$ cat src/rtl/tilp_pkg.sv
package tilp_pkg;

  // Indicator modes
  typedef enum logic [1:0] {
    MODE_OFF    = 2'd0,
    MODE_LEFT   = 2'd1,
    MODE_RIGHT  = 2'd2,
    MODE_HAZARD = 2'd3
  } mode_t;

  // Configuration register indexes
  typedef enum logic [1:0] {
    REG_DEBOUNCE   = 2'd0,
    REG_LONG_PRESS = 2'd1,
    REG_BLINK      = 2'd2,
    REG_SCHEDULER  = 2'd3
  } reg_index_t;

  localparam int CFG_WIDTH = 16;

  localparam logic [CFG_WIDTH-1:0] DEBOUNCE_RESET   = 16'd50;
  localparam logic [CFG_WIDTH-1:0] LONG_PRESS_RESET = 16'd1000;
  localparam logic [CFG_WIDTH-1:0] BLINK_RESET      = 16'd300;
  localparam logic [CFG_WIDTH-1:0] SCHEDULER_RESET  = 16'd100;

  // Toggle between off and the requested mode
  function automatic mode_t toggle_mode(input mode_t cur, input mode_t target);
    mode_t res;
    res = (cur == target) ? MODE_OFF : target;
    return res;
  endfunction

endpackage

$ cat src/rtl/tilp_if.sv
interface tilp_in_if;
  logic valid;
  logic ready;
  logic left_level;
  logic right_level;

  modport source (output valid, output left_level, output right_level, input ready);
  modport sink (input valid, input left_level, input right_level, output ready);
endinterface

interface tilp_out_if import tilp_pkg::*; ();
  logic  valid;
  logic  ready;
  logic  left_lamp;
  logic  right_lamp;
  mode_t mode;
  logic  mode_changed;

  modport source (output valid, output left_lamp, output right_lamp, output mode,
                  output mode_changed, input ready);
  modport sink (input valid, input left_lamp, input right_lamp, input mode,
                input mode_changed, output ready);
endinterface

$ cat src/rtl/turn_indicator_long_press_controller_core.sv
// Pipeline: a tick is captured in the input register at its transfer edge and then moves into
// the result register, from which the result transfers.
// Throughput: one tick per cycle; all edge, long-press and blink logic settles between
// the input register and the result register. A stalled result holds both stages.
// Reset (rst, synchronous): clears both pipeline stages, the tick clock and all button and
// mode state, and loads the default debounce, long-press, blink and scheduler intervals.
module turn_indicator_long_press_controller_core import tilp_pkg::*; #(
  parameter int TIME_BITS = 32
) (
  input  logic               clk,
  input  logic               rst,
  tilp_in_if.sink            tick,
  tilp_out_if.source         result,
  input  logic               psel,
  input  logic               penable,
  input  logic               pwrite,
  input  logic [3:0]         paddr,
  input  logic [31:0]        pwdata,
  output logic [31:0]        prdata,
  output logic               pready
);

  // Configuration
  logic [CFG_WIDTH-1:0] debounce_ticks;
  logic [CFG_WIDTH-1:0] long_press_ticks;
  logic [CFG_WIDTH-1:0] blink_ticks;
  logic [CFG_WIDTH-1:0] scheduler_ticks;
  reg_index_t           cfg_sel;

  // Input stage
  logic s1_valid;
  logic s1_left;
  logic s1_right;
  logic advance;

  // Block state
  logic [TIME_BITS-1:0] now_ticks;
  logic [TIME_BITS-1:0] last_edge_time;
  logic [TIME_BITS-1:0] start_left;
  logic [TIME_BITS-1:0] start_right;
  logic [TIME_BITS-1:0] last_blink_time;
  logic [1:0]           prev_levels;
  logic [1:0]           pressed_flags;
  logic [1:0]           long_flags;
  mode_t                mode;
  logic                 blink_phase;
  logic [CFG_WIDTH-1:0] sched_phase;

  // Next values
  logic [TIME_BITS-1:0] last_edge_time_next;
  logic [TIME_BITS-1:0] start_left_next;
  logic [TIME_BITS-1:0] start_right_next;
  logic [TIME_BITS-1:0] last_blink_time_next;
  logic [1:0]           pressed_flags_next;
  logic [1:0]           long_flags_next;
  mode_t                mode_next;
  logic                 blink_phase_next;
  logic [CFG_WIDTH-1:0] sched_phase_next;
  logic                 changed;

  // Intermediate terms
  logic                 left_chg;
  logic                 right_chg;
  logic                 edge_gap_ok;
  logic                 left_acc;
  logic                 right_acc;
  logic                 held_left;
  logic                 held_right;
  logic                 fire_left;
  logic                 fire_right;
  logic                 run_eval;
  logic [CFG_WIDTH-1:0] phase_inc;

  // APB register access
  assign pready  = 1'b1;
  assign cfg_sel = reg_index_t'(paddr[3:2]);

  always_comb begin
    case (cfg_sel)
      REG_DEBOUNCE:   prdata = {16'd0, debounce_ticks};
      REG_LONG_PRESS: prdata = {16'd0, long_press_ticks};
      REG_BLINK:      prdata = {16'd0, blink_ticks};
      REG_SCHEDULER:  prdata = {16'd0, scheduler_ticks};
      default:        prdata = 32'd0;
    endcase
  end

  always_ff @(posedge clk) begin
    if (rst) begin
      debounce_ticks   <= DEBOUNCE_RESET;
      long_press_ticks <= LONG_PRESS_RESET;
      blink_ticks      <= BLINK_RESET;
      scheduler_ticks  <= SCHEDULER_RESET;
    end else if (psel && penable && pwrite) begin
      case (cfg_sel)
        REG_DEBOUNCE:   debounce_ticks   <= pwdata[CFG_WIDTH-1:0];
        REG_LONG_PRESS: long_press_ticks <= pwdata[CFG_WIDTH-1:0];
        REG_BLINK:      blink_ticks      <= pwdata[CFG_WIDTH-1:0];
        REG_SCHEDULER:  scheduler_ticks  <= pwdata[CFG_WIDTH-1:0];
        default:        debounce_ticks   <= debounce_ticks;
      endcase
    end
  end

  // Pipeline moves whenever the result register is free or being drained
  assign advance    = !result.valid || result.ready;
  assign tick.ready = !s1_valid || advance;

  // Hold the tick levels in the input stage
  always_ff @(posedge clk) begin
    if (rst) begin
      s1_valid <= 1'b0;
    end else if (tick.ready) begin
      s1_valid <= tick.valid;
    end
  end

  always_ff @(posedge clk) begin
    if (tick.ready && tick.valid) begin
      s1_left  <= tick.left_level;
      s1_right <= tick.right_level;
    end
  end

  // Debounced edge detection; a right change in the same tick as a left change sees no gap
  always_comb begin
    left_chg    = s1_left != prev_levels[0];
    right_chg   = s1_right != prev_levels[1];
    edge_gap_ok = (now_ticks - last_edge_time) > TIME_BITS'(debounce_ticks);
    left_acc    = left_chg && edge_gap_ok;
    right_acc   = right_chg && !left_chg && edge_gap_ok;

    pressed_flags_next  = pressed_flags;
    long_flags_next     = long_flags;
    start_left_next     = start_left;
    start_right_next    = start_right;
    last_edge_time_next = (left_chg || right_chg) ? now_ticks : last_edge_time;

    if (left_acc) begin
      if (!s1_left) begin
        start_left_next       = now_ticks;
        pressed_flags_next[0] = 1'b1;
      end else begin
        pressed_flags_next[0] = 1'b0;
        long_flags_next[0]    = 1'b0;
      end
    end
    if (right_acc) begin
      if (!s1_right) begin
        start_right_next      = now_ticks;
        pressed_flags_next[1] = 1'b1;
      end else begin
        pressed_flags_next[1] = 1'b0;
        long_flags_next[1]    = 1'b0;
      end
    end

    // Hold time; a press that starts this tick has zero elapsed
    if (left_acc && !s1_left) begin
      held_left = long_press_ticks == '0;
    end else begin
      held_left = (now_ticks - start_left) >= TIME_BITS'(long_press_ticks);
    end
    if (right_acc && !s1_right) begin
      held_right = long_press_ticks == '0;
    end else begin
      held_right = (now_ticks - start_right) >= TIME_BITS'(long_press_ticks);
    end

    // Scheduler period
    phase_inc        = sched_phase + 1'b1;
    run_eval         = phase_inc >= scheduler_ticks;
    sched_phase_next = run_eval ? '0 : phase_inc;

    // Long-press evaluation, left then right
    mode_next = mode;
    changed   = 1'b0;
    fire_left = run_eval && pressed_flags_next[0] && !long_flags_next[0] && held_left;
    if (fire_left) begin
      long_flags_next[0] = 1'b1;
      if (long_flags_next[1]) begin
        mode_next = toggle_mode(mode_next, MODE_HAZARD);
      end else begin
        mode_next = toggle_mode(mode_next, MODE_LEFT);
      end
      long_flags_next[1] = 1'b0;
      changed            = 1'b1;
    end
    fire_right = run_eval && pressed_flags_next[1] && !long_flags_next[1] && held_right;
    if (fire_right) begin
      long_flags_next[1] = 1'b1;
      if (long_flags_next[0]) begin
        mode_next = toggle_mode(mode_next, MODE_HAZARD);
      end else begin
        mode_next = toggle_mode(mode_next, MODE_RIGHT);
      end
      long_flags_next[0] = 1'b0;
      changed            = 1'b1;
    end

    // Blink phase, on scheduler evaluation ticks: flip on interval while active, drop to zero when off
    blink_phase_next     = blink_phase;
    last_blink_time_next = last_blink_time;
    if (run_eval) begin
      if (mode_next != MODE_OFF) begin
        if ((now_ticks - last_blink_time) >= TIME_BITS'(blink_ticks)) begin
          blink_phase_next     = !blink_phase;
          last_blink_time_next = now_ticks;
        end
      end else begin
        blink_phase_next = 1'b0;
      end
    end
  end

  // Advance block state on each processed tick
  always_ff @(posedge clk) begin
    if (rst) begin
      now_ticks       <= '0;
      last_edge_time  <= '0;
      start_left      <= '0;
      start_right     <= '0;
      last_blink_time <= '0;
      prev_levels     <= 2'b11;
      pressed_flags   <= 2'b00;
      long_flags      <= 2'b00;
      mode            <= MODE_OFF;
      blink_phase     <= 1'b0;
      sched_phase     <= '0;
    end else if (advance && s1_valid) begin
      now_ticks       <= now_ticks + 1'b1;
      last_edge_time  <= last_edge_time_next;
      start_left      <= start_left_next;
      start_right     <= start_right_next;
      last_blink_time <= last_blink_time_next;
      prev_levels     <= {s1_right, s1_left};
      pressed_flags   <= pressed_flags_next;
      long_flags      <= long_flags_next;
      mode            <= mode_next;
      blink_phase     <= blink_phase_next;
      sched_phase     <= sched_phase_next;
    end
  end

  // Result register
  always_ff @(posedge clk) begin
    if (rst) begin
      result.valid <= 1'b0;
    end else if (advance) begin
      result.valid <= s1_valid;
    end
  end

  always_ff @(posedge clk) begin
    if (advance && s1_valid) begin
      result.left_lamp    <= blink_phase_next &&
                             (mode_next == MODE_LEFT || mode_next == MODE_HAZARD);
      result.right_lamp   <= blink_phase_next &&
                             (mode_next == MODE_RIGHT || mode_next == MODE_HAZARD);
      result.mode         <= mode_next;
      result.mode_changed <= changed;
    end
  end

endmodule
$ cat src/flat_wrapper.sv
// flat-port wrapper written by rule: the top's interface ports become plain ports
module turn_indicator_long_press_controller_core_flat import tilp_pkg::*;
#(
  parameter int TIME_BITS = 32
)
  (clk, rst, psel, penable, pwrite, paddr, pwdata, prdata, pready, tick_valid, tick_left_level, tick_right_level, tick_ready, result_valid, result_left_lamp, result_right_lamp, result_mode, result_mode_changed, result_ready);
  tilp_in_if tick_i ();
  tilp_out_if result_i ();
  input  logic clk;
  input  logic rst;
  input  logic psel;
  input  logic penable;
  input  logic pwrite;
  input  logic [3:0] paddr;
  input  logic [31:0] pwdata;
  output logic [31:0] prdata;
  output logic pready;
  input wire logic [$bits(tick_i.valid)-1:0] tick_valid;
  input wire logic [$bits(tick_i.left_level)-1:0] tick_left_level;
  input wire logic [$bits(tick_i.right_level)-1:0] tick_right_level;
  output wire logic [$bits(tick_i.ready)-1:0] tick_ready;
  output wire logic [$bits(result_i.valid)-1:0] result_valid;
  output wire logic [$bits(result_i.left_lamp)-1:0] result_left_lamp;
  output wire logic [$bits(result_i.right_lamp)-1:0] result_right_lamp;
  output wire logic [$bits(result_i.mode)-1:0] result_mode;
  output wire logic [$bits(result_i.mode_changed)-1:0] result_mode_changed;
  input wire logic [$bits(result_i.ready)-1:0] result_ready;
  assign tick_i.valid = tick_valid;
  assign tick_i.left_level = tick_left_level;
  assign tick_i.right_level = tick_right_level;
  assign tick_ready = tick_i.ready;
  assign result_valid = result_i.valid;
  assign result_left_lamp = result_i.left_lamp;
  assign result_right_lamp = result_i.right_lamp;
  assign result_mode = result_i.mode;
  assign result_mode_changed = result_i.mode_changed;
  assign result_i.ready = result_ready;
  turn_indicator_long_press_controller_core #(.TIME_BITS(TIME_BITS)) u_core (.clk(clk), .rst(rst), .tick(tick_i), .result(result_i), .psel(psel), .penable(penable), .pwrite(pwrite), .paddr(paddr), .pwdata(pwdata), .prdata(prdata), .pready(pready));
endmodule
$ cat config.mk
export PLATFORM = sky130hd
export DESIGN_NAME = turn_indicator_long_press_controller_core_flat
export DESIGN_NICKNAME = d
export VERILOG_FILES = /design/src/rtl/tilp_pkg.sv /design/src/rtl/tilp_if.sv /design/src/rtl/turn_indicator_long_press_controller_core.sv /design/src/flat_wrapper.sv
export SDC_FILE = /design/constraint.sdc
export NUM_CORES = 1
export LEC_CHECK = 0
export BUFFER_PORTS_ARGS = -buffer_cell sky130_fd_sc_hd__buf_2
export CAP_MARGIN = 20
export CORE_MARGIN = 4
export CORE_UTILIZATION = 64
export CTS_CLUSTER_SIZE = 20
export DETAILED_ROUTE_END_ITERATION = 12
export GPL_TIMING_DRIVEN = 0
export PLACE_DENSITY = 0.92
export SYNTH_ARGS = -nofsm -noshare
export SYNTH_HDL_FRONTEND = slang
export SYNTH_SLANG_ARGS = --single-unit
$ cat constraint.sdc
create_clock -name clk -period 8.4 [get_ports clk]
set_input_delay 0.42 -clock clk [delete_from_list [all_inputs] [get_ports clk]]
set_output_delay 0.42 -clock clk [all_outputs]
set_load 0.05 [all_outputs]
==> impl_metrics.toml <==
[setup_path]
crit_type = "register to register"
cp-start-kind = "register"
crit_start = "u_core.now_ticks[0]"
arrival_ns = 8.13
cp-end-kind = "register"
path_max_fanout = 10
r2r_start = "u_core.now_ticks[0]"
cp.required_ns = 8.89

[power]
clkPwrFrac_pct = 44.6
ir_drop_v = 0.000181
p_per_area_mw_per_mm2 = 127
p_total_mw = 2.87
internal_power_mw = 2.09
p_seq_share_pct = 43.5
power_switching_mw = 0.783
pwr-share-comb_pct = 11.9
p_sw_share_pct = 27.2
p_leak_nw = 9.46

[synthesis]
ys_ff_latch = 258
syn_avg_cell_area_um2 = 7.65
seq_area_frac_synth_pct = 25.2
synthSimpleGateAreaFrac_pct = 20.0
synth_edf_count = 7
synth_adder_area_share_pct = 12.8
ys.flop_type = "dfxtp_1"
synthTopCellsByArea = "dfxtp_1 24%, ha_1 12%, a21oi_1 6.8%"
synth_area_mm2 = 0.0208
synth_xor_area_share_pct = 4.59
syn_inst = 2716
synth_cell_types = 92
synth_top_area_share_pct = 24.2
synth_common_cells = "344 x nand2_1, 283 x a21oi_1, 251 x dfxtp_1, 245 x inv_1, 217 x nor2_1"
synth_most_common_cell = "nand2_1"
yosysWarnings = 0
synthArstFlopShare_pct = 0
synth-compound-area-share_pct = 24.1
synthMuxAreaShare_pct = 5.46
synth_top_family_by_area = "compound AO/OA/AOI/OAI gates"
synth_top_area_cell = "dfxtp_1"

[clocking]
cts_inserted_buffers = 28
path_clk_slew_ns = 0.06
clk_latency_ns = 0.57
postCtsHoldBufs = 0
cts-root-buf = "clkbuf_16"
cts_tree = "done"
h-tree-depth = 1
clock-sinks = 258
cts_buffer_depth = 3
post_cts_resize_count = 0
post_cts_buffers = 0

[timing]
finalSetupViolCount = 0
fin_tns_setup_ns = 0
worst_slew_pin_slew_ns = 1.11
slew_headroom_pct = 25.8
hold_slack_ns = 0.0353
clock-skew-final_ns = 0.0230
setup_ws_ns = 0.760
rsz0062_at_grt = "false"
finalCritPeriodShare_pct = 91.0
hold_violations = 0
period_minus_slack_ns = 7.64
fmax_ghz = 0.131
report.final.slew_viol_count = 0

[global_route]
grt_pass1_vias = 19900
grt_pass1_wl_um = 109000
grt-ovfl-total = 0
antenna_found_initial = 2
grt_usage_pct = 37.7
grt_max_degree = 16

[route]
wl_um = 69100
via_count = 21000
drc_errors = 0
wl_per_cell_um = 21.1
via_per_inst = 6.43
firstDrtPassIters = 7
drtAntennaViolNets = 0
drtIter0Drc = 2291

[place]
numPortBuffers = 48
gp_congestion = 1.00
dpl_cell_area_mm2 = 0.0216
hpwl_um = 52800
dp_slack_ns = 0.956

[min_path]
hp-start = "tick_left_level"
worstHoldPathType = "primary input to register"

[floorplanning]
core_mm2 = 0.0318
die_area_mm2 = 0.0354
initial_core_util_pct = 65.4
die_w_um = 188
num_rows = 65
dieHeight_um = 188
boundaryPins = 85

[finish]
drive_above_1_share_pct = 7.70
final_area_mm2 = 0.0226
syn2layout_area_growth_pct = 8.68
nNetsFinal = 3065

[job]
max_cap_viol_count = 0

[status]
outcome = "finished clean"
## state kept, by name, summed over array words and instances, names as in the netlist, 2 cells and up
name,count
u_core.debounce_ticks,16
u_core.now_ticks,32
u_core.long_flags,2
u_core.last_blink_time,32
u_core.blink_ticks,16
u_core.sched_phase,16
u_core.start_left,32
u_core.mode,2
u_core.pressed_flags,2
u_core.long_press_ticks,16
u_core.result.mode,2
u_core.last_edge_time,32
u_core.scheduler_ticks,16
u_core.prev_levels,2
u_core.start_right,32
## power groups by stage
stage / sequential (mW) / clock, mW / combinational [mW]
finish: 1.25 / 1.28 / 0.343
global route: 1.25 / 1.32 / 0.365
CTS: 1.25 / 1.28 / 0.333
detailed placement: 1.28 / 0 / 0.329
global placement: 1.28 / 0 / 0.324
floorplan: 1.28 / 0 / 0.224
## metal layers
metal  share of wire (%)  GRT usage, %  routed length (um)
met1                  39          48.3               27100
met5                   0             0                   0
met4                 5.6          18.1                3860
met2                  45          60.7               30800
met3                  11          8.28                7390
## path summary, 6_finish.rpt
check | end | slack, ns | depth (start not counted)
worst min-delay path | u_core.s1_left | 0.04 | 1
worst max-delay path | u_core.last_blink_time[23] | 0.76 | 26
worst min register to register | u_core.last_edge_time[21] | 0.45 | 2
worst max register to register | u_core.last_blink_time[23] | 0.76 | 26
## cells in the final DEF, fill, tap and decap left out, types with 9 or more instances in the layout
cell and instances:
xnor2_1 51, buf_4 19, a31oi_1 16, nand4_1 72, a211oi_1 23, o21bai_1 15, a2111oi_0 9, a21oi_1 283
o21a_1 15, clkbuf_1 108, o211ai_1 36, nand3b_1 11, and3_1 31, a21o_1 57, dfxtp_1 251, o31ai_1 10
mux4_2 16, a221oi_1 10, xor2_1 58, nand2b_1 26, mux2i_1 74, clkbuf_16 30, nor3_1 36, buf_2 65
inv_1 245, conb_1 17, nor4_1 13, a211o_1 9, nor2b_1 21, o21ai_0 122, or3_1 19, nor2_1 217
and2_1 17, nand3_1 56, o31ai_2 30, ha_1 206, o2111ai_1 16, nand2_1 344
## cell families after synthesis
kind of cell	after synthesis
buf+inv	399
compound gates	748
xor+xnor	109
mux	93
flops	258
fa+ha+maj	210
simple gates	897
other cells	2
## worst max-delay path: stages, from the launching register on
cell	delay, ns
dfxtp_1	0.33
clkbuf_1	0.44
inv_1	0.26
ha_1	0.26
nor2b_1	0.16
o2111ai_1	0.20
a2111oi_0	0.59
a311o_1	0.30
nand2_1	0.07
nand2_1	0.07
a21oi_1	0.07
xnor2_1	0.14
ha_1	0.23
a2111oi_2	0.34
o31ai_1	0.11
or4_1	0.49
a211o_1	0.27
or4_1	0.51
nor3_2	0.16
a41oi_1	0.27
nor3_1	0.43
o211ai_4	0.22
nand2_1	0.34
o2111a_1	0.44
clkbuf_1	0.48
nand4_1	0.18
a21oi_1	0.19
## final cells by class
type / count / area (um2)
Antenna cell: 1 / 2.50
Buffer: 153 / 699
Clock buffer: 41 / 862
Clock inverter: 10 / 91.3
Fill cell: 2565 / 9210
Inverter: 246 / 923
Multi-Input combinational cell: 2074 / 14000
Sequential cell: 258 / 5240
Tap cell: 435 / 544
Timing Repair Buffer: 49 / 248
## per-stage QoR
| step | instances | util [%] |
|---|---|---|
| 6_report | 3267 | 71.1 |
| 2_1_floorplan | 2731 | - |
| 4_1_cts | 3265 | 71.0 |
| 3_3_place_gp | 3214 | 68.0 |
| 5_1_grt | 3266 | 71.0 |
| 3_5_place_dp | 3214 | 68.0 |
Note: power is estimated with default switching activity, not from simulation.
